### src/design/temp_sensor_poll_sequencer_assert.svh
// ----------------------------------------------------------------------------
// Assertion macros for the temperature sensor poll sequencer
// Concurrent checks clocked on clk_i, disabled while rst_ni is low.
// ----------------------------------------------------------------------------
`ifndef TEMP_SENSOR_POLL_SEQUENCER_ASSERT_SVH
`define TEMP_SENSOR_POLL_SEQUENCER_ASSERT_SVH

// same-cycle implication
`define TSPS_ASSERT_NOW(label, ante, cons, msg) \
  label: assert property (@(posedge clk_i) disable iff (!rst_ni) (ante) |-> (cons)) \
    else $error(msg);

// next-cycle implication
`define TSPS_ASSERT_NEXT(label, ante, cons, msg) \
  label: assert property (@(posedge clk_i) disable iff (!rst_ni) (ante) |=> (cons)) \
    else $error(msg);

`endif

### src/design/tsps_pkg.sv
// ----------------------------------------------------------------------------
// tsps_pkg
// Types and constants shared by the poll sequencer modules.
// ----------------------------------------------------------------------------
package tsps_pkg;

  typedef enum logic [1:0] {
    MODE_STOPPED = 2'd0,
    MODE_WAITING = 2'd1,
    MODE_READING = 2'd2,
    MODE_ERROR   = 2'd3
  } mode_e;

  typedef enum logic [1:0] {
    FUNC_TICK  = 2'd0,
    FUNC_START = 2'd1,
    FUNC_STOP  = 2'd2,
    FUNC_PROBE = 2'd3
  } func_e;

  typedef enum logic [1:0] {
    CFG_SLOW_POLLING  = 2'd0,
    CFG_RETRY_DELAY   = 2'd1,
    CFG_MAX_RETRIES   = 2'd2
  } cfg_idx_e;

  localparam int unsigned CFG_DATA_W = 16;
  localparam int unsigned TIME_W     = 32;
  localparam int unsigned TEMP_W     = 12;
  localparam int unsigned RES_W      = 4;
  localparam int unsigned RETRY_W    = 8;
  localparam int unsigned WAIT_W     = 14;

  localparam logic [RES_W-1:0] RES_9  = 4'd9;
  localparam logic [RES_W-1:0] RES_10 = 4'd10;
  localparam logic [RES_W-1:0] RES_12 = 4'd12;

  localparam logic signed [TEMP_W-1:0] TEMP_DISCONNECTED = 12'sh810;

  localparam logic [WAIT_W-1:0] SLOW_EXTRA_MS = 14'd10000;

  // (750 >> (12 - res)) + 50 for res 9..12
  localparam logic [WAIT_W-1:0] CONV_WAIT_MS [4] = '{14'd143, 14'd237, 14'd425, 14'd800};

  localparam logic [CFG_DATA_W-1:0] RETRY_DELAY_RST = 16'd5000;
  localparam logic [RETRY_W-1:0]    MAX_RETRIES_RST = 8'd3;

  typedef struct packed {
    func_e                     func;
    logic [TIME_W-1:0]         now_ms;
    logic                      sensor_found;
    logic signed [TEMP_W-1:0]  reading;
  } in_item_t;

  typedef struct packed {
    mode_e                     mode;
    logic signed [TEMP_W-1:0]  temperature;
    logic [RES_W-1:0]          resolution_bits;
    logic                      start_conversion;
    logic                      write_resolution;
    logic [RETRY_W-1:0]        retry_count;
  } out_item_t;

  // pipeline control between stages
  typedef struct packed {
    logic valid;
    logic advance;
  } stage_ctrl_t;

  function automatic logic [WAIT_W-1:0] conv_wait_ms(input logic [RES_W-1:0] res,
                                                     input logic slow);
    logic [1:0]        idx;
    logic [WAIT_W-1:0] w;
    if (res < RES_9) begin
      idx = 2'd0;
    end else if (res > RES_12) begin
      idx = 2'd3;
    end else begin
      idx = 2'(res - RES_9);
    end
    w = CONV_WAIT_MS[idx];
    return slow ? (w + SLOW_EXTRA_MS) : w;
  endfunction

endpackage

### src/design/tsps_if.sv
// ----------------------------------------------------------------------------
// tsps_if
// Valid/ready channel interfaces: command input, result output, register write.
// ----------------------------------------------------------------------------
interface tsps_in_if;
  logic        valid;
  logic        ready;
  logic [1:0]  func;
  logic [31:0] now_ms;
  logic        sensor_found;
  logic signed [11:0] reading;

  modport source (output valid, func, now_ms, sensor_found, reading, input ready);
  modport sink   (input valid, func, now_ms, sensor_found, reading, output ready);
endinterface

interface tsps_out_if;
  logic        valid;
  logic        ready;
  logic [1:0]  mode;
  logic signed [11:0] temperature;
  logic [3:0]  resolution_bits;
  logic        start_conversion;
  logic        write_resolution;
  logic [7:0]  retry_count;

  modport source (output valid, mode, temperature, resolution_bits, start_conversion,
                  write_resolution, retry_count, input ready);
  modport sink   (input valid, mode, temperature, resolution_bits, start_conversion,
                  write_resolution, retry_count, output ready);
endinterface

interface tsps_cfg_if;
  logic        valid;
  logic        ready;
  logic [1:0]  index;
  logic [15:0] data;

  modport source (output valid, index, data, input ready);
  modport sink   (input valid, index, data, output ready);
endinterface

### src/design/tsps_in_reg.sv
// ----------------------------------------------------------------------------
// tsps_in_reg
// Input register: captures one command transaction per cycle unless the result register stalls it.
// ----------------------------------------------------------------------------
module tsps_in_reg (
  input  logic              clk_i,
  input  logic              rst_ni,
  tsps_in_if.sink           in_i,
  input  logic              can_load_i,
  output tsps_pkg::stage_ctrl_t ctrl_o,
  output tsps_pkg::in_item_t    item_o
);
  import tsps_pkg::*;

  logic     valid_q, valid_d;
  in_item_t item_q;
  logic     advance;
  logic     take;

  assign advance    = valid_q && can_load_i;
  assign in_i.ready = !valid_q || can_load_i;
  assign take       = in_i.valid && in_i.ready;
  assign valid_d    = take || (valid_q && !advance);

  always_ff @(posedge clk_i or negedge rst_ni) begin
    if (!rst_ni) begin
      valid_q <= 1'b0;
    end else begin
      valid_q <= valid_d;
    end
  end

  always_ff @(posedge clk_i) begin
    if (take) begin
      item_q.func         <= func_e'(in_i.func);
      item_q.now_ms       <= in_i.now_ms;
      item_q.sensor_found <= in_i.sensor_found;
      item_q.reading      <= in_i.reading;
    end
  end

  assign ctrl_o.valid   = valid_q;
  assign ctrl_o.advance = advance;
  assign item_o         = item_q;

endmodule

### src/design/tsps_core.sv
// ----------------------------------------------------------------------------
// tsps_core
// Polling state, configuration registers and the per-command update.
// ----------------------------------------------------------------------------
module tsps_core (
  input  logic                  clk_i,
  input  logic                  rst_ni,
  tsps_cfg_if.sink              cfg_i,
  input  tsps_pkg::stage_ctrl_t ctrl_i,
  input  tsps_pkg::in_item_t    item_i,
  output tsps_pkg::out_item_t   res_o
);
  import tsps_pkg::*;

  // configuration
  logic                  slow_q, slow_d;
  logic [CFG_DATA_W-1:0] retry_delay_q;
  logic [RETRY_W-1:0]    max_retries_q;

  // state
  mode_e                     mode_q, mode_d;
  logic [TIME_W-1:0]         last_upd_q, last_upd_d;
  logic [TIME_W-1:0]         last_err_q, last_err_d;
  logic [RETRY_W-1:0]        retries_q, retries_d;
  logic [RES_W-1:0]          res_q, res_d;
  logic signed [TEMP_W-1:0]  temp_q, temp_d;

  logic                step;
  logic                conv, wres;
  logic [TIME_W-1:0]   upd_elapsed, err_elapsed;
  logic                conv_due, err_due;
  logic [RETRY_W-1:0]  retries_inc;
  logic                cfg_wr;

  assign step        = ctrl_i.advance;
  // register writes wait until no command is held
  assign cfg_i.ready = !ctrl_i.valid;
  assign cfg_wr      = cfg_i.valid && cfg_i.ready;

  assign upd_elapsed = item_i.now_ms - last_upd_q;
  assign err_elapsed = item_i.now_ms - last_err_q;
  assign conv_due    = upd_elapsed >= {{(TIME_W-WAIT_W){1'b0}}, conv_wait_ms(res_q, slow_q)};
  assign err_due     = (err_elapsed >= {{(TIME_W-CFG_DATA_W){1'b0}}, retry_delay_q})
                       && (retries_q < max_retries_q);
  assign retries_inc = retries_q + 8'd1;

  always_comb begin
    mode_d     = mode_q;
    last_upd_d = last_upd_q;
    last_err_d = last_err_q;
    retries_d  = retries_q;
    res_d      = res_q;
    temp_d     = temp_q;
    slow_d     = slow_q;
    conv       = 1'b0;
    wres       = 1'b0;
    case (item_i.func)
      FUNC_START: begin
        if (mode_q == MODE_STOPPED) begin
          mode_d     = MODE_WAITING;
          last_err_d = '0;
          retries_d  = '0;
          last_upd_d = item_i.now_ms;
          conv       = 1'b1;
        end
      end
      FUNC_STOP: begin
        mode_d = MODE_STOPPED;
      end
      FUNC_PROBE: begin
        slow_d = 1'b1;
        if (item_i.sensor_found) begin
          mode_d = MODE_STOPPED;
          res_d  = RES_9;
          wres   = 1'b1;
        end else begin
          mode_d = MODE_ERROR;
        end
      end
      default: begin
        case (mode_q)
          MODE_WAITING: begin
            if (conv_due) begin
              mode_d     = MODE_READING;
              last_upd_d = item_i.now_ms;
            end
          end
          MODE_READING: begin
            if (item_i.reading == TEMP_DISCONNECTED) begin
              mode_d = MODE_ERROR;
            end else begin
              temp_d = item_i.reading;
              if (res_q == RES_9) begin
                res_d = RES_12;
                wres  = 1'b1;
              end
              last_err_d = '0;
              retries_d  = '0;
              last_upd_d = item_i.now_ms;
              conv       = 1'b1;
              mode_d     = MODE_WAITING;
            end
          end
          MODE_ERROR: begin
            if (err_due) begin
              if (item_i.sensor_found) begin
                res_d      = RES_10;
                wres       = 1'b1;
                mode_d     = MODE_WAITING;
                last_err_d = '0;
                retries_d  = '0;
                last_upd_d = item_i.now_ms;
                conv       = 1'b1;
              end else begin
                retries_d  = retries_inc;
                last_err_d = item_i.now_ms;
                if (retries_inc >= max_retries_q) begin
                  mode_d = MODE_STOPPED;
                end
              end
            end
          end
          default: begin
          end
        endcase
      end
    endcase
  end

  always_ff @(posedge clk_i or negedge rst_ni) begin
    if (!rst_ni) begin
      mode_q     <= MODE_STOPPED;
      last_upd_q <= '0;
      last_err_q <= '0;
      retries_q  <= '0;
      res_q      <= RES_9;
      temp_q     <= '0;
    end else if (step) begin
      mode_q     <= mode_d;
      last_upd_q <= last_upd_d;
      last_err_q <= last_err_d;
      retries_q  <= retries_d;
      res_q      <= res_d;
      temp_q     <= temp_d;
    end
  end

  always_ff @(posedge clk_i or negedge rst_ni) begin
    if (!rst_ni) begin
      slow_q        <= 1'b1;
      retry_delay_q <= RETRY_DELAY_RST;
      max_retries_q <= MAX_RETRIES_RST;
    end else if (step) begin
      slow_q <= slow_d;
    end else if (cfg_wr) begin
      case (cfg_idx_e'(cfg_i.index))
        CFG_SLOW_POLLING: slow_q        <= cfg_i.data[0];
        CFG_RETRY_DELAY:  retry_delay_q <= cfg_i.data;
        CFG_MAX_RETRIES:  max_retries_q <= cfg_i.data[RETRY_W-1:0];
        default: begin
        end
      endcase
    end
  end

  assign res_o.mode             = mode_d;
  assign res_o.temperature      = temp_d;
  assign res_o.resolution_bits  = res_d;
  assign res_o.start_conversion = conv;
  assign res_o.write_resolution = wres;
  assign res_o.retry_count      = retries_d;

  `include "temp_sensor_poll_sequencer_assert.svh"

  `TSPS_ASSERT_NOW(a_res_legal, 1'b1, res_q == RES_9 || res_q == RES_10 || res_q == RES_12, "resolution outside 9, 10, 12")
  `TSPS_ASSERT_NEXT(a_conv_stamp, step && conv, last_upd_q == $past(item_i.now_ms) && retries_q == '0 && mode_q == MODE_WAITING, "conversion request did not restart wait")
  `TSPS_ASSERT_NEXT(a_mode_hold, !step, $stable(mode_q) && $stable(retries_q), "state moved without a transaction")
  `TSPS_ASSERT_NOW(a_wres_res, step && wres, res_d != res_q || item_i.func == FUNC_PROBE || mode_q == MODE_ERROR, "resolution write without a change")

endmodule

### src/design/tsps_out_reg.sv
// ----------------------------------------------------------------------------
// tsps_out_reg
// Result register: holds one result transaction until the sink takes it.
// ----------------------------------------------------------------------------
module tsps_out_reg (
  input  logic                  clk_i,
  input  logic                  rst_ni,
  input  tsps_pkg::stage_ctrl_t ctrl_i,
  input  tsps_pkg::out_item_t   res_i,
  output logic                  can_load_o,
  tsps_out_if.source            out_o
);
  import tsps_pkg::*;

  logic      valid_q, valid_d;
  out_item_t res_q;

  assign can_load_o = !valid_q || out_o.ready;
  assign valid_d    = ctrl_i.advance || (valid_q && !out_o.ready);

  always_ff @(posedge clk_i or negedge rst_ni) begin
    if (!rst_ni) begin
      valid_q <= 1'b0;
    end else begin
      valid_q <= valid_d;
    end
  end

  always_ff @(posedge clk_i) begin
    if (ctrl_i.advance) begin
      res_q <= res_i;
    end
  end

  assign out_o.valid            = valid_q;
  assign out_o.mode             = res_q.mode;
  assign out_o.temperature      = res_q.temperature;
  assign out_o.resolution_bits  = res_q.resolution_bits;
  assign out_o.start_conversion = res_q.start_conversion;
  assign out_o.write_resolution = res_q.write_resolution;
  assign out_o.retry_count      = res_q.retry_count;

endmodule

### src/design/temp_sensor_poll_sequencer.sv
// ----------------------------------------------------------------------------
// temp_sensor_poll_sequencer
// Polling sequencer for a temperature sensor: one result per command.
// ----------------------------------------------------------------------------
//  channel  dir  handshake       payload
//  in_i     in   valid/ready     func, now_ms, sensor_found, reading
//  out_o    out  valid/ready     mode, temperature, resolution_bits,
//                                start_conversion, write_resolution, retry_count
//  cfg_i    in   valid/ready     index, data (ready low while a command is held)
//
//  One command per cycle sustained while results are taken; a result passes through
//  the input register, then update logic into the result register.
//  State is updated as the command leaves the input register.
//  A stalled result stalls the input register; ready is low only when both are full.
//  Reset is asynchronous and sets state, config and valid flags to their defaults.
// ----------------------------------------------------------------------------
module temp_sensor_poll_sequencer (
  input  logic       clk_i,
  input  logic       rst_ni,
  tsps_in_if.sink    in_i,
  tsps_out_if.source out_o,
  tsps_cfg_if.sink   cfg_i
);
  import tsps_pkg::*;

  stage_ctrl_t ctrl;
  in_item_t    item;
  out_item_t   res;
  logic        can_load;

  tsps_in_reg u_in_reg (
    .clk_i      (clk_i),
    .rst_ni     (rst_ni),
    .in_i       (in_i),
    .can_load_i (can_load),
    .ctrl_o     (ctrl),
    .item_o     (item)
  );

  tsps_core u_core (
    .clk_i  (clk_i),
    .rst_ni (rst_ni),
    .cfg_i  (cfg_i),
    .ctrl_i (ctrl),
    .item_i (item),
    .res_o  (res)
  );

  tsps_out_reg u_out_reg (
    .clk_i      (clk_i),
    .rst_ni     (rst_ni),
    .ctrl_i     (ctrl),
    .res_i      (res),
    .can_load_o (can_load),
    .out_o      (out_o)
  );

endmodule
### src/flat_wrapper.sv
// flat-port wrapper written by rule: the top's interface ports become plain ports
module temp_sensor_poll_sequencer_flat import tsps_pkg::*;
  (clk_i, rst_ni, in_i_valid, in_i_func, in_i_now_ms, in_i_sensor_found, in_i_reading, in_i_ready, out_o_valid, out_o_mode, out_o_temperature, out_o_resolution_bits, out_o_start_conversion, out_o_write_resolution, out_o_retry_count, out_o_ready, cfg_i_valid, cfg_i_index, cfg_i_data, cfg_i_ready);
  tsps_in_if in_i_i ();
  tsps_out_if out_o_i ();
  tsps_cfg_if cfg_i_i ();
  input  logic clk_i;
  input  logic rst_ni;
  input wire logic [$bits(in_i_i.valid)-1:0] in_i_valid;
  input wire logic [$bits(in_i_i.func)-1:0] in_i_func;
  input wire logic [$bits(in_i_i.now_ms)-1:0] in_i_now_ms;
  input wire logic [$bits(in_i_i.sensor_found)-1:0] in_i_sensor_found;
  input wire logic [$bits(in_i_i.reading)-1:0] in_i_reading;
  output wire logic [$bits(in_i_i.ready)-1:0] in_i_ready;
  output wire logic [$bits(out_o_i.valid)-1:0] out_o_valid;
  output wire logic [$bits(out_o_i.mode)-1:0] out_o_mode;
  output wire logic [$bits(out_o_i.temperature)-1:0] out_o_temperature;
  output wire logic [$bits(out_o_i.resolution_bits)-1:0] out_o_resolution_bits;
  output wire logic [$bits(out_o_i.start_conversion)-1:0] out_o_start_conversion;
  output wire logic [$bits(out_o_i.write_resolution)-1:0] out_o_write_resolution;
  output wire logic [$bits(out_o_i.retry_count)-1:0] out_o_retry_count;
  input wire logic [$bits(out_o_i.ready)-1:0] out_o_ready;
  input wire logic [$bits(cfg_i_i.valid)-1:0] cfg_i_valid;
  input wire logic [$bits(cfg_i_i.index)-1:0] cfg_i_index;
  input wire logic [$bits(cfg_i_i.data)-1:0] cfg_i_data;
  output wire logic [$bits(cfg_i_i.ready)-1:0] cfg_i_ready;
  assign in_i_i.valid = in_i_valid;
  assign in_i_i.func = in_i_func;
  assign in_i_i.now_ms = in_i_now_ms;
  assign in_i_i.sensor_found = in_i_sensor_found;
  assign in_i_i.reading = in_i_reading;
  assign in_i_ready = in_i_i.ready;
  assign out_o_valid = out_o_i.valid;
  assign out_o_mode = out_o_i.mode;
  assign out_o_temperature = out_o_i.temperature;
  assign out_o_resolution_bits = out_o_i.resolution_bits;
  assign out_o_start_conversion = out_o_i.start_conversion;
  assign out_o_write_resolution = out_o_i.write_resolution;
  assign out_o_retry_count = out_o_i.retry_count;
  assign out_o_i.ready = out_o_ready;
  assign cfg_i_i.valid = cfg_i_valid;
  assign cfg_i_i.index = cfg_i_index;
  assign cfg_i_i.data = cfg_i_data;
  assign cfg_i_ready = cfg_i_i.ready;
  temp_sensor_poll_sequencer u_core (.clk_i(clk_i), .rst_ni(rst_ni), .in_i(in_i_i), .out_o(out_o_i), .cfg_i(cfg_i_i));
endmodule
### config.mk
export PLATFORM = sky130hd
export DESIGN_NAME = temp_sensor_poll_sequencer_flat
export DESIGN_NICKNAME = d
export VERILOG_FILES = /design/src/design/tsps_pkg.sv /design/src/design/tsps_if.sv /design/src/design/tsps_in_reg.sv /design/src/design/tsps_core.sv /design/src/design/tsps_out_reg.sv /design/src/design/temp_sensor_poll_sequencer.sv /design/src/flat_wrapper.sv
export VERILOG_INCLUDE_DIRS = /design/src /design/src/design
export SDC_FILE = /design/constraint.sdc
export NUM_CORES = 1
export LEC_CHECK = 0
export BUFFER_PORTS_ARGS = -buffer_cell sky130_fd_sc_hd__buf_4
export CORE_UTILIZATION = 43
export DETAILED_ROUTE_END_ITERATION = 10
export GPL_ROUTABILITY_DRIVEN = 0
export MAX_ROUTING_LAYER = met4
export SLEW_MARGIN = 10
export SYNTH_ARGS = -nofsm -noshare
export SYNTH_HDL_FRONTEND = slang
export SYNTH_SLANG_ARGS = --single-unit
### constraint.sdc
create_clock -name clk_i -period 13.17 [get_ports clk_i]
set_input_delay 1.317 -clock clk_i [delete_from_list [all_inputs] [get_ports clk_i]]
set_output_delay 1.317 -clock clk_i [all_outputs]
set_load 0.01 [all_outputs]
Yosys cells after proc, flatten, opt, wreduce, memory -nomap -nowiden:

Cells that the tools add are included.
W data, S select, Z words.

* flip-flop bits (word level): 192
* logic and storage cells: 138
* bits of input ports: 70

* bitwise operators: 3
* $add $sub $neg: 5
* equality and inequality tests: 16
* muxes and demuxes: 58
* reduce and logical (&&, ||, !) cells: 28
* $lt $le $gt $ge: 7

Operators with widths (number)
* $mux W32: 9
* $pmux W32 S2: 3
* $pmux W32 S3: 1
* $sub A32 B32 Y32: 2
* $mux W14: 3
* $mux W12: 3
* $ge A32 B14 Y1: 1
* $ge A32 B16 Y1: 1
* $mux W8: 4
* $pmux W8 S2: 2
* $bmux W14 S2: 1
* $mux W4: 5
* $mux W2: 9
* $pmux W4 S2: 2
* $add A14 B14 Y14 const B: 1
* $eq A12 B12 Y1 const B: 1
* $pmux W2 S3: 2
* $eq A2 B2 Y1 const B: 5
* $mux W1: 10
* $reduce_and A3 Y1: 3
* $add A8 B1 Y8 const B: 1
* $ge A8 B8 Y1: 1
* $lt A8 B8 Y1: 1
* $pmux W1 S2: 4
* 23 further kinds: 42

Longest topological paths before layout:

Gate-level depths: netlist of the first run.

* depth after elaboration: 13
* gate-level depth with buffers: 23

Modules after synthesis:

From an unflattened synthesis of the first run, not the netlist that was laid out.

* cell total of the unflattened synthesis: 1392
* area, all modules: 13420.4 µm²

By module, submodules not included
* tsps_core: sequential area each 2890.3 µm², times used 1, area an instance 11045.6 µm², cells each 1307
* tsps_in_reg: sequential area each 1436.4 µm², times used 1, area an instance 1486.4 µm², cells each 54
* tsps_out_reg: sequential area each 865.8 µm², times used 1, area an instance 888.4 µm², cells each 31

Worst setup path after synthesis of the first run:

No wires, ideal clock.

* path kind: flip-flop to flip-flop
* start: reg u_core.u_in_reg.item_q (netlist bit u_core.u_in_reg.item_o[14])
* end: reg u_core.u_core.last_upd_q[0]
* library setup time: 0.125 ns
* arrival time: 4.445 ns
* path buffers: 2
* stages on the path, launching flop included: 22
* required time: 13.045 ns
* path slack: 8.600 ns
* path through: edfxtp_1 ha_1 nor2b_1 o2111a_1 or2_2 nor2b_1 o21ai_0 nand2b_1 a21oi_1 xnor2_1 ha_1 a21o_1 a211o_1 a211o_1 o221a_2 nor4_1 and4_4 and2_1 buf_2 o31a_4 buf_12 mux2_4

* cells in the longest elaborated chain, start to end: 5

RTL lines
* from (decl): RTL line tsps_in_reg.sv:16 `in_item_t item_q;`
* $sub A32 B32 Y32: RTL line tsps_core.sv:41 `assign err_elapsed = item_i.now_ms - last_err_q;`
* $ge A32 B16 Y1: RTL line tsps_core.sv:43 `assign err_due = (err_elapsed >= {{(TIME_W-CFG_DATA_W){1'b0}}, retry_delay_q})`
* $logic_and A1 B1 Y1: RTL line tsps_core.sv:44 `&& (retries_q < max_retries_q);`
* $ne A3 B2 Y1 (no line)
* $reduce_and A8 Y1 (no line) *
* to (signal assigned): RTL line tsps_core.sv:140 `last_upd_q <= last_upd_d;`
* to (decl): RTL line tsps_core.sv:22 `logic [TIME_W-1:0] last_upd_q, last_upd_d;`

Mark *: on every way between the ends. The rest lies on a longest branch, timed or not.
A chain may end at the register's enable or synchronous reset.

Final worst setup path of the first run:

* start: reg u_core.u_in_reg.item_q (netlist bit u_core.u_in_reg.item_o[13])
* end: reg u_core.u_core.last_upd_q[24]

Same word-level chain as after synthesis.

==> flow_metrics.tcl, run 1 <==
set metrics [dict create \
    status "finished clean" \
    regToRegEndpoint "u_core.u_core.last_upd_q[24]" \
    synthFlopType "dfrtp_1" \
    average_instance_area_after_synthesis_um2 9.448 \
    drt-wirelength-per-cell_um 17.91 \
    final_antenna_net_count 0 \
    floorplan.die_area_um2 31440 \
    vias 10680 \
    yosys.area_share.adder_pct 11.09 \
    grt_max_degree 65 \
    asyncSetResetFlopFracSynth_pct 60.94 \
    report.final.hold_viol_count 0 \
    mostFrequentLayoutCells "nand2_1, inv_1, ha_1, buf_4, dfrtp_1" \
    die-width_um 177.3 \
    reg2reg_depth 20 \
    setup-violations-final 0 \
    crit_path_start_kind "flip-flop" \
    achievable-frequency_mhz 181.1 \
    first_global_vias 10380 \
    top_level_ports 101 \
    grt_setup_unrepaired "false" \
    setup.worst_path.end_class "flip-flop" \
    cts_hold_repair.buffers 0 \
    area_growth_pct 12.29 \
    post_synth_simple_gate_area_pct 15.17 \
    initial_core_util_pct 44.13 \
    postSynthCellCount 1399 \
    ys_ff_latch 192 \
    critical_path_peak_fanout 32 \
    placed_cells 1847 \
    min_path_cells 2 \
    grt_pass1_wl_mm 53.61 \
    synth_compound_gate_area_share_pct 18.35 \
    nets 1662 \
    drt-initial-drc-count 818 \
    vias_per_cell 5.685 \
    finalNonFillerCells 1879 \
    tns_ns 0 \
    net_count_synth 1585 \
    grt.overflow.total 0 \
    diodes 0 \
    cts_tree "done" \
    io_buffers 100 \
    timing_max_transition_violations_final 0 \
    critical_path.reg2reg.startpoint "u_core.u_in_reg.item_o[13]" \
    finalCritPeriodShare_pct 41.92 \
    muxShareOfSynthArea_pct 7.393 \
    routed_wirelength_mm 33.65 \
    die_h_um 177.3 \
    fin_skew_ns 0.01469 \
    worst-endpoint-arrival_ns 5.86 \
    grt_usage_pct 22.49 \
    post_synth_instance_area_um2 13220 \
    drc 0 \
    synth_top_family_by_area "compound AO/OA/AOI/OAI gates" \
    insertion_delay_ns 0.46 \
    synth_edf_count 75 \
    layout_min_cycle_time_ns 5.521 \
    post_synth_xor_area_fraction_pct 3.048 \
    worst_setup_hold_path_clk_slew_ns 0.07 \
    post_cts.resized_instances 0 \
    post_synthesis_cell_type_count 88 \
    yosys_warnings 0 \
    synth-seq-area-share_pct 39.28 \
    post-dp-hpwl_mm 25.43 \
    cts_inserted_buffers 17 \
    cts.repair_timing.setup_buffer_count 0 \
    holdCritStartpoint "u_core.u_core.temp_q[4]" \
    ff2ff_setup_slack_ns 7.65 \
    power.static_leakage_nw 6.480 \
    clock_sinks 192 \
    firstDrtPassIters 6 \
    core.rowCount 63 \
    drive_gt1_share_pct 15.11 \
    cp_data_required_time_ns 13.51 \
    htreeDepth 4 \
    grt_antenna_before_repair 0 \
    floorplan.core_area_um2 29950 \
    timing.hold.worst.class "flip-flop to flip-flop" \
    tightestPinTransition_ns 1.125 \
    power-per-cell-area_nw_per_um2 169.9 \
    clock_tree.buffer_depth 2 \
    max_cap_violations 0 \
    most_common_cell_after_layout_fill_and_taps_aside "nand2_1" \
    timing.slew.headroom_pct 23.91 \
    largest_voltage_drop_on_the_vdd_net_mv 0.1347 \
    cts.root.buffer_cell "clkbuf_16" \
    criticalPathCategory "flip-flop to flip-flop" \
    min_to "u_core.u_core.temp_q[4]" \
]
[worst max-delay path by stage]
stage                     slack (ns)                           end                  startpoint
after detailed placement        7.72  u_core.u_core.last_upd_q[24]  u_core.u_in_reg.item_o[13]
after global routing            7.38  u_core.u_core.last_upd_q[24]  u_core.u_in_reg.item_o[22]
after floorplan                 8.60   u_core.u_core.last_upd_q[0]  u_core.u_in_reg.item_o[14]
after CTS                       7.67  u_core.u_core.last_upd_q[24]  u_core.u_in_reg.item_o[13]
final                           7.65  u_core.u_core.last_upd_q[24]  u_core.u_in_reg.item_o[13]
after global placement          7.75  u_core.u_core.last_upd_q[24]  u_core.u_in_reg.item_o[13]
[critical path, cell delays in order (launching register included)]
cell	delay, ns
edfxtp_1	0.42
inv_1	0.12
ha_1	0.17
inv_1	0.05
fa_1	0.44
a211oi_1	0.31
o21ai_0	0.25
a31oi_1	0.30
o21ai_0	0.15
xor2_1	0.17
ha_1	0.33
a21o_1	0.16
a21oi_1	0.17
o41ai_1	0.12
o31ai_1	0.30
o311a_1	0.23
nand4_1	0.11
or4_4	0.50
nor2_2	0.12
o31a_4	0.54
mux2_2	0.40
[power by group]
group	internal, mW	switching [mW]
combinational	0.513	0.668
clock	0.265	0.248
sequential	0.755	0.0730
[cell families (layout without fill, tap and decap cells)]
kind of cell             Yosys count  after routing
AO/OA/AOI/OAI                    366            366
adder cells (fa/ha/maj)          116            116
XOR/XNOR                          46             46
multiplexers                      81             81
buffers and inverters            176            266
flip-flops                       192            192
AND/OR/NAND/NOR                  422            422
[stage by stage]
stage	power (mW)	setup WS (ns)	hold slack, ns	instance area (um2)	util, %
floorplan	1.719	8.600	0.4401	13220	-
global route	2.705	7.382	0.4935	14840	49.55
finish	2.522	7.649	0.4715	14840	49.55
global placement	1.990	7.751	0.4518	14270	47.66
CTS	2.532	7.671	0.4738	14840	49.55
detailed placement	2.007	7.720	0.4565	14270	47.66
[Yosys cell counts, drive strengths merged (17+ instances only)]
library cell	instances	area, um2
inv	125	469.2
nand2	186	698.2
buf	29	195.2
nand2b	19	118.9
o211ai	17	127.6
mux2	46	626.9
a21o	28	210.2
clkbuf	21	78.83
nand4	20	131.4
nor3	22	115.1
ha	114	1426
xor2	18	157.7
edfxtp	75	2252
dfrtp	107	2678
nor2	75	284.0
a21oi	94	478.0
o21ai	86	434.2
xnor2	28	245.2
mux2i	35	350.3
nand3	23	115.1
[registers in the layout, indices dropped and copies added (netlist names)]
| name | cells |
|---|---|
| u_core.u_out_reg.out_o.start_conversion | 1 |
| u_core.u_out_reg.out_o.resolution_bits | 4 |
| u_core.u_core.last_err_q | 32 |
| u_core.u_core.mode_q | 2 |
| u_core.u_core.retry_delay_q | 16 |
| u_core.u_out_reg.out_o.retry_count | 8 |
| u_core.u_out_reg.out_o.write_resolution | 1 |
| u_core.u_out_reg.out_o.mode | 2 |
| u_core.u_core.temp_q | 12 |
| u_core.u_out_reg.out_o.valid | 1 |
| u_core.u_core.res_q | 4 |
| u_core.u_core.retries_q | 8 |
| u_core.u_core.max_retries_q | 8 |
| u_core.u_core.last_upd_q | 32 |
| u_core.u_in_reg.valid_q | 1 |
| u_core.u_in_reg.item_o | 47 |
| u_core.u_out_reg.out_o.temperature | 12 |
| u_core.u_core.slow_q | 1 |
[layout make-up]
cell class	count	area (um2)
tap	390	488.0
timing repair buffer	108	810.8
sequential	192	5192
fill	2846	15110
clock buffer	19	432.9
clock inverter	13	133.9
multi-input combinational	1031	7311
inverter	126	473.0
[routing by layer]
layer	GRT usage (%)	up-vias	routed length [um]
met4	9.758	0	1129
met5	-	-	0
li1	-	5212	-
met3	2.806	63	1456
met2	35.38	334	15410
met1	29.11	5073	15650
Note: power is estimated with default switching activity, not from simulation.
==> run 2: changes to the inputs <==
Clock period 13.17 ns to 5.65 ns, I/O delays scaled along.
==> run 2 against run 1 <==
  * Utilization rose by 0.36 points
  * Non-clock buffer count rose by 11
  * Clock skew decreased by 0.0016 ns
  * First-iteration DRC count decreased by 3.2%
  * Total power rose by 130%
  * Sequential share of layout area shrank 0.25 points
  * Cell area rose by 0.73%
  * Via count rose by 0.24%
  * Setup slack worse by 7.4 ns
  * Count of clock-buffer cells in the layout shrank 2
  * Flip-flop and latch count unchanged
  * Global-route usage increased by 0.87 points
==> flow_metrics.tcl, run 2 (same netlist as run 1, synthesis figures left out) <==
set metrics [dict create \
    status "finished clean" \
    post_cts.resized_instances 0 \
    cts_inserted_buffers 17 \
    die_h_um 177.3 \
    seq_area_um2 5192 \
    diodes 0 \
    grt_antenna_before_repair 0 \
    area_growth_pct 13.11 \
    grt_pass1_wl_mm 55.81 \
    tns_ns 0 \
    power-per-cell-area_nw_per_um2 396.0 \
    io_buffers 100 \
    die-width_um 177.3 \
    timing.hold.worst.class "input pin to async pin" \
    max_cap_violations 0 \
    finalCritPeriodShare_pct 94.86 \
    fin_skew_ns 0.01311 \
    insertion_delay_ns 0.45 \
    post-dp-hpwl_mm 25.85 \
    drive_gt1_share_pct 15.87 \
    cts_tree "done" \
    timing.slew.headroom_pct 30.02 \
    top_level_ports 101 \
    floorplan.die_area_um2 31440 \
    cp_data_required_time_ns 5.98 \
    multi_input_comb_area_um2 7321 \
    worst_setup_hold_path_clk_slew_ns 0.08 \
    filler_cell_count 2775 \
    cts.repair_timing.setup_buffer_count 0 \
    largest_voltage_drop_on_the_vdd_net_mv 0.3270 \
    timing_max_transition_violations_final 0 \
    grt.overflow.total 0 \
    routed_wirelength_mm 34.25 \
    setup-violations-final 0 \
    drt-wirelength-per-cell_um 18.12 \
    most_common_cell_after_layout_fill_and_taps_aside "nand2_1" \
    achievable-frequency_mhz 186.6 \
    tightestPinTransition_ns 1.047 \
    cts.root.buffer_cell "clkbuf_16" \
    first_global_vias 10480 \
    core.rowCount 63 \
    worst-endpoint-arrival_ns 5.69 \
    vias 10710 \
    drc 0 \
    setup_ws_ns 0.2905 \
    detailedPlace.worstSlack_ns 0.4646 \
    grt_usage_pct 23.37 \
    criticalPathCategory "flip-flop to flip-flop" \
    critical_path_peak_fanout 28 \
    layout_min_cycle_time_ns 5.360 \
    clock_tree.buffer_depth 2 \
    firstDrtPassIters 5 \
    vias_per_cell 5.666 \
    initial_core_util_pct 44.13 \
    nets 1673 \
    final_antenna_net_count 0 \
    drt-initial-drc-count 792 \
    grt_max_degree 65 \
    setup.worst_path.end_class "flip-flop" \
    mostFrequentLayoutCells "nand2_1, inv_1, buf_4, ha_1, dfrtp_1" \
    final_core_util_pct 49.91 \
    clock_sinks 192 \
    power.static_leakage_nw 6.548 \
    grt_setup_unrepaired "false" \
    cts_hold_repair.buffers 0 \
    floorplan.core_area_um2 29950 \
    crit_path_start_kind "flip-flop" \
    report.final.hold_viol_count 0 \
    htreeDepth 4 \
    largest_register_ff_count 47 \
]
==> run 2: critical path, stage by stage (launching register included) <==
cell	delay, ns
edfxtp_1	0.37
inv_1	0.07
ha_1	0.21
fa_1	0.42
nand2b_1	0.20
a21oi_2	0.23
o21ai_1	0.19
o21bai_1	0.33
xor2_1	0.12
ha_1	0.20
a211oi_1	0.21
nor2_1	0.09
a21oi_1	0.15
o211ai_1	0.13
a2111oi_0	0.47
o31ai_1	0.14
nor4_1	0.29
and4_4	0.34
and2_1	0.25
o31a_4	0.22
buf_12	0.24
mux2_2	0.36
==> run 2: per-layer routing <==
| layer | up-vias | global-route usage [%] | wire [um] |
|---|---|---|---|
| met5 | - | - | 0 |
| met3 | 48 | 3.642 | 1668 |
| met1 | 5089 | 30.60 | 15820 |
| met2 | 331 | 37.34 | 16050 |
| met4 | 0 | 6.731 | 720 |
| li1 | 5240 | - | - |
==> run 2: path summary, 6_finish.rpt <==
check,start,endpoint,slack [ns],cells after the start
max,u_core.u_in_reg.item_o[13],u_core.u_core.last_upd_q[24],0.29,21
min reg2reg,u_core.u_core.temp_q[4],u_core.u_core.temp_q[4],0.48,2
max reg2reg,u_core.u_in_reg.item_o[13],u_core.u_core.last_upd_q[24],0.29,21
min,rst_ni,u_core.u_core.retries_q[7],0.25,1
max in group asynchronous,rst_ni,u_core.u_core.last_err_q[8],4.12,2
min in group clk_i,in_i_func[1],u_core.u_in_reg.item_o[46],0.29,1
==> run 2: layout make-up <==
cell class              instances  area share (%)
well taps                     390           3.264
clock buffers                  17           2.845
multi-input cells            1031           48.97
clock inverters                15          0.9708
inverters                     126           3.163
flip-flops and latches        192           34.73
repair buffers                119           6.059
==> run 2: power by group <==
part           internal (mW)  switching, mW  total [mW]
Clock                  0.621          0.580        1.20
Combinational           1.21           1.58        2.79
Sequential              1.76          0.170        1.93
==> run 2: metrics by stage <==
stage | cells | cell area (um2) | hold WS (ns) | total power [mW]
2_1_floorplan | 1399 | 13220 | 0.2694 | 4.007
3_3_place_gp | 1858 | 14380 | 0.4518 | 4.662
3_5_place_dp | 1858 | 14380 | 0.4567 | 4.705
4_1_cts | 1890 | 14950 | 0.2720 | 5.933
5_1_grt | 1890 | 14950 | 0.2637 | 6.374
6_report | 1890 | 14950 | 0.2524 | 5.920
